<file path="src/rtl/nfsa_pkg.sv">
package nfsa_pkg;

  localparam int Slots = 64;
  localparam int SlotW = $clog2(Slots);
  localparam int OffW = 32;
  localparam int OwnerW = 16;
  localparam int SizeW = 32;
  localparam int TotalW = 32;

  localparam logic [TotalW-1:0] TotalReset = TotalW'(65536);

  localparam logic KindAlloc = 1'b0;
  localparam logic KindFree = 1'b1;

  typedef enum logic [1:0] {
    StatAllocOk   = 2'd0,
    StatAllocFail = 2'd1,
    StatFreed     = 2'd2,
    StatFreeFail  = 2'd3
  } status_e;

  typedef enum logic [1:0] {
    StIdle,
    StEval,
    StPick,
    StFree
  } state_e;

  typedef struct packed {
    logic capture;
    logic eval;
    logic alloc_commit;
    logic alloc_fail;
    logic free_read;
    logic free_commit;
    logic free_fail;
  } dp_cmd_t;

  typedef struct packed {
    logic kind_free;
    logic fits;
    logic alloc_hit;
    logic free_hit;
  } dp_stat_t;

  // Index of the lowest set bit, zero when none is set.
  function automatic logic [SlotW-1:0] lowest_set(input logic [Slots-1:0] vec);
    logic [SlotW-1:0] idx;
    idx = '0;
    for (int i = Slots - 1; i >= 0; i--) begin
      if (vec[i]) idx = SlotW'(i);
    end
    return idx;
  endfunction

endpackage

</file>
<file path="src/rtl/nfsa_ctrl.sv">
module nfsa_ctrl (
  input  logic               clk_i,
  input  logic               rst_ni,
  input  logic               start_i,
  input  nfsa_pkg::dp_stat_t stat_i,
  output logic               busy_o,
  output nfsa_pkg::dp_cmd_t  cmd_o
);

  nfsa_pkg::state_e state_q, state_d;

  always_ff @(posedge clk_i or negedge rst_ni) begin
    if (!rst_ni) begin
      state_q <= nfsa_pkg::StIdle;
    end else begin
      state_q <= state_d;
    end
  end

  always_comb begin
    state_d = state_q;
    cmd_o = '0;
    busy_o = 1'b1;
    case (state_q)
      nfsa_pkg::StIdle: begin
        busy_o = 1'b0;
        if (start_i) begin
          cmd_o.capture = 1'b1;
          state_d = nfsa_pkg::StEval;
        end
      end
      nfsa_pkg::StEval: begin
        cmd_o.eval = 1'b1;
        state_d = nfsa_pkg::StPick;
      end
      nfsa_pkg::StPick: begin
        state_d = nfsa_pkg::StIdle;
        if (!stat_i.kind_free) begin
          if (stat_i.fits && stat_i.alloc_hit) cmd_o.alloc_commit = 1'b1;
          else cmd_o.alloc_fail = 1'b1;
        end else if (stat_i.free_hit) begin
          // fetch the slot size before releasing it
          cmd_o.free_read = 1'b1;
          state_d = nfsa_pkg::StFree;
        end else begin
          cmd_o.free_fail = 1'b1;
        end
      end
      nfsa_pkg::StFree: begin
        cmd_o.free_commit = 1'b1;
        state_d = nfsa_pkg::StIdle;
      end
      default: begin
        state_d = nfsa_pkg::StIdle;
      end
    endcase
  end

endmodule

</file>
<file path="config.mk">
export PLATFORM = sky130hd
export DESIGN_NAME = nfsa_ctrl
export DESIGN_NICKNAME = d
export VERILOG_FILES = /design/src/rtl/nfsa_pkg.sv /design/src/rtl/nfsa_ctrl.sv
export SDC_FILE = /design/constraint.sdc
export NUM_CORES = 1
export LEC_CHECK = 0
export CAP_MARGIN = 20
export CELL_PAD_IN_SITES_DETAIL_PLACEMENT = 1
export CELL_PAD_IN_SITES_GLOBAL_PLACEMENT = 1
export CORE_AREA = 2 2 39 41
export CTS_CLUSTER_DIAMETER = 80
export CTS_CLUSTER_SIZE = 25
export DETAILED_ROUTE_END_ITERATION = 8
export DIE_AREA = 0 0 41 43
export DONT_BUFFER_PORTS = 1
export PLACE_DENSITY = 0.32
export SYNTH_ARGS = -nofsm -noshare
export SYNTH_HDL_FRONTEND = slang
export SYNTH_SLANG_ARGS = --single-unit
</file>
<file path="constraint.sdc">
create_clock -name clk_i -period 2.2 [get_ports clk_i]
set_input_delay 0.33 -clock clk_i [delete_from_list [all_inputs] [get_ports clk_i]]
set_output_delay 0.33 -clock clk_i [all_outputs]
set_load 0.05 [all_outputs]
</file>
# After elaboration in Yosys (flattened, before gate mapping)
# Cells that the tools add are included.
[op_classes]
n_eq_ne = 4
muxes = 18
n_reduce_logical = 2
[op_table]
columns = ["cell", "n"]
rows = [
  ["$mux 1", 12],
  ["$mux 2", 4],
  ["$pmux 2 s4", 1],
  ["$eq 2x2->1 const B", 2],
  ["$mux 3", 1],
  ["$eq 2x1->1 const B", 1],
  ["$logic_not 2->1", 1],
  ["$ne 2x2->1 const B", 1],
  ["$logic_and 1x1->1", 1],
]
[totals]
inputBits = 7
out_inout_bits = 8
register_bits = 2
word_cells = 25

# Longest topological paths before layout
[logic_depth]
word_depth = 4
ltp_mapped = 2
mapped_depth_nobuf = 2

# Worst setup path before layout
# Ideal clock, no wire load.
[synth_timing]
path_kind = "register to output"
startpoint = "reg state_q[0]"
endpoint = "out cmd_o[0] (netlist name)"
path_buffers = 0
path_slack_ns = 0.167
path_stages_with_launch = 3
t_required_ns = 1.870
t_arrival_ns = 1.703
path_cell_list = "dfrtp_1 > nand2b_1 > nor3b_1"
[synth_rtl]
columns = ["item", "line", "text"]
rows = [
  ["start, declared", "nfsa_ctrl.sv:10", "nfsa_pkg::state_e state_q, state_d;"],
  ["start signal, assigned", "nfsa_ctrl.sv:14", "state_q <= nfsa_pkg::StIdle;"],
  ["start signal, assigned", "nfsa_ctrl.sv:16", "state_q <= state_d;"],
  ["end, declared", "nfsa_ctrl.sv:7", "output nfsa_pkg::dp_cmd_t cmd_o"],
]

==> summary.txt <==
First-pass GRT wire length - 676 um
Status - completed
Synth unique cells - 12
Sequential area share after synthesis - 36.7%
R2R depth - 3
Psw - 0.000219 W
Row cnt - 14
Input/output buffers - 0
Final setup vio count - 0
Fin crit share - 74.8%
Netlist Area Pre-Place - 136 um2
Clock Latency Late Sink - 0.23 ns
Sequential Area - 50.0 um2
Yosys warnings - 0
Setup Crit Path Kind - reg -> out
Nets - 34
Drt via density - 4.00
CP arrival - 1.32 ns
Final hold vios - 0
Clock Power Share - 20.7%
Worst-path maximum fanout - 5
Largest register by flop count - state_q
Post-DRT Antenna Nets - 0
Cts hold-fix bufs - 1
Total track usage - 6.32%
Core Region - 0.00138 mm2
Max H-tree Level - 1
Number of synthesized flops with an enable pin - 0
Synth top cells by count - dfrtp_1 (2), inv_1 (2), nand2b_1 (2), nor3b_1 (2)
Syn Area/Cell - 8.52 um2
CTS clk-pin slew, worst paths - 0.03 ns
Total CTS buffers - 3
Yosys top cell area share - 36.7%
# fillers - 166
Power density over the cells - 1680 mW/mm2
TritonCTS clock tree - yes
Max-slew headroom - 66.5%
Max-cap viol count - 0
Drt first pass iters - 1
Top Ports - 15
Min Tclk post-route - 1.65 ns
Chip height - 43 um
Combinational cell fraction of total power - 61.6%
Via Count - 164
Sw Share - 55.1%
Worst R2R Start - state_q[0]
Sequential Power Share - 17.6%
Number of flip-flops in the largest register - 2
Max Slew Vio Count - 0
Min-Delay Path Class - in -> reg
RSZ-0062 raised after global routing - false
Total grt overflow - 0
Area delta synth->final - 73.4%
Post-CTS setup buffers - 0
Multi-input gate area in the final layout - 88.8 um2
Critical Path Source - state_q[1]
Synth area leaders - dfrtp_1 (37%), nor3b_1 (11%), nand2b_1 (9.2%)
Worst-Margin Slew - 0.506 ns
VDD IR-drop max - 0.393 mV
Data required, critical path - 1.87 ns
Cell-internal power - 0.000179 W
Clock sinks - 2
Finished Cell Area - 236 um2
Die Area - 0.00176 mm2
Die W - 41 um
Initial Util - 9.86%
Post-Syn Nets - 23
Most used DFF post-synth - dfrtp_1
Post-CTS sizing - 0
WL final - 436 um
Fmax - 608 MHz
Mapped Cells - 16
CP Launch Type - flip-flop
Largest area contributor in the netlist - dfrtp_1
DRC violations left - 0
GP Congestion - 0.481
Clk_skew - 0.00160 ns
Layout cells sized above 1 - 48.0%
Worst R2R Setup Slack - 1.18 ns
Initial antenna violation count - 0
Critical path capture point type - primary output
Iter 0 DRT Violations - 0
Wire per inst - 10.6 um
Antenna diodes - 0
FFs w/ async S/R, synth - 100%
Vias in the first global route - 196
Largest net degree at the start of global routing - 6
Biggest regs - state_q x2
Seq cells post-synth - 2
Clock Path Buffers - 2
Critical Path End - cmd_o[6]
Non-Filler Instances - 41
Placed cells - 37
Root Buffer Master - clkbuf_4
Setup_tns - 0 ns
Leak - 0.116 nW
Reg2reg end - state_q[1]
DP Area - 204 um2
## final cells by class
type	instances	area share, %
clock buffer	3	9.52
timing repair buffer	6	20.1
tap	16	8.47
multi-input combinational	12	37.6
inverter	2	3.17
sequential	2	21.2
## how the worst min path moves through the flow
stage	startpoint	end	slack, ns	cells after the start
global route	start_i	state_q[0]	0.30	2
finish	start_i	state_q[0]	0.28	2
detailed placement	rst_ni	state_q[0]	0.03	0
floorplan	rst_ni	state_q[0]	0.03	0
global placement	rst_ni	state_q[0]	0.03	0
CTS	start_i	state_q[0]	0.28	2
## logic make-up (layout without fill, tap and decap cells)
group / count (synthesis) / in the layout / synth area share (%)
simple gates: 11 / 11 / 51.4
compound gates: 1 / 1 / 6.42
flops: 2 / 2 / 36.7
buf+inv: 2 / 11 / 5.51
## routing by layer
layer / GRT usage [%] / share of wire [%] / vias up
li1: - / - / 71
met1: 4.17 / 33 / 72
met2: 9.38 / 48 / 19
met3: 4.19 / 17 / 2
met4: 8.00 / 2.8 / 0
met5: 0 / 0 / -
## worst max-delay path: stages, from the launching register on
cell and delay, ns:
dfrtp_1 0.41, or2_4 0.35, nor2_1 0.12, buf_4 0.21
## cells in the final DEF (no fill, tap or decap), drive strengths merged
cell         Yosys  final
o21ai            1      1
inv              2      2
nand4b           1      1
dlygate4sd3      0      1
clkbuf           0      3
nor2             1      1
nand2b           2      2
and2             1      1
nor3b            2      2
nor3             1      1
nor2b            1      1
dfrtp            2      2
or2              1      1
nand2            1      1
buf              0      5
## power groups by stage
stage,combinational (W),clock [W],sequential [W]
after global routing,0.000257,0.0000896,0.0000766
after detailed placement,0.000242,0,0.0000720
after CTS,0.000246,0.0000867,0.0000718
after global placement,0.000240,0,0.0000689
final,0.000245,0.0000825,0.0000701
after floorplan,0.000198,0,0.0000643
## stage by stage
stage	hold WS (ns)	utilization [%]	setup WS [ns]	total power, W
after global routing	0.297	17.1	0.476	0.000423
after global placement	0.0345	14.7	0.816	0.000309
after floorplan	0.0344	-	0.167	0.000262
after detailed placement	0.0345	14.7	0.796	0.000314
final	0.281	17.1	0.554	0.000398
after CTS	0.276	17.1	0.542	0.000404
No activity file was read; power rests on OpenSTA's default activity.
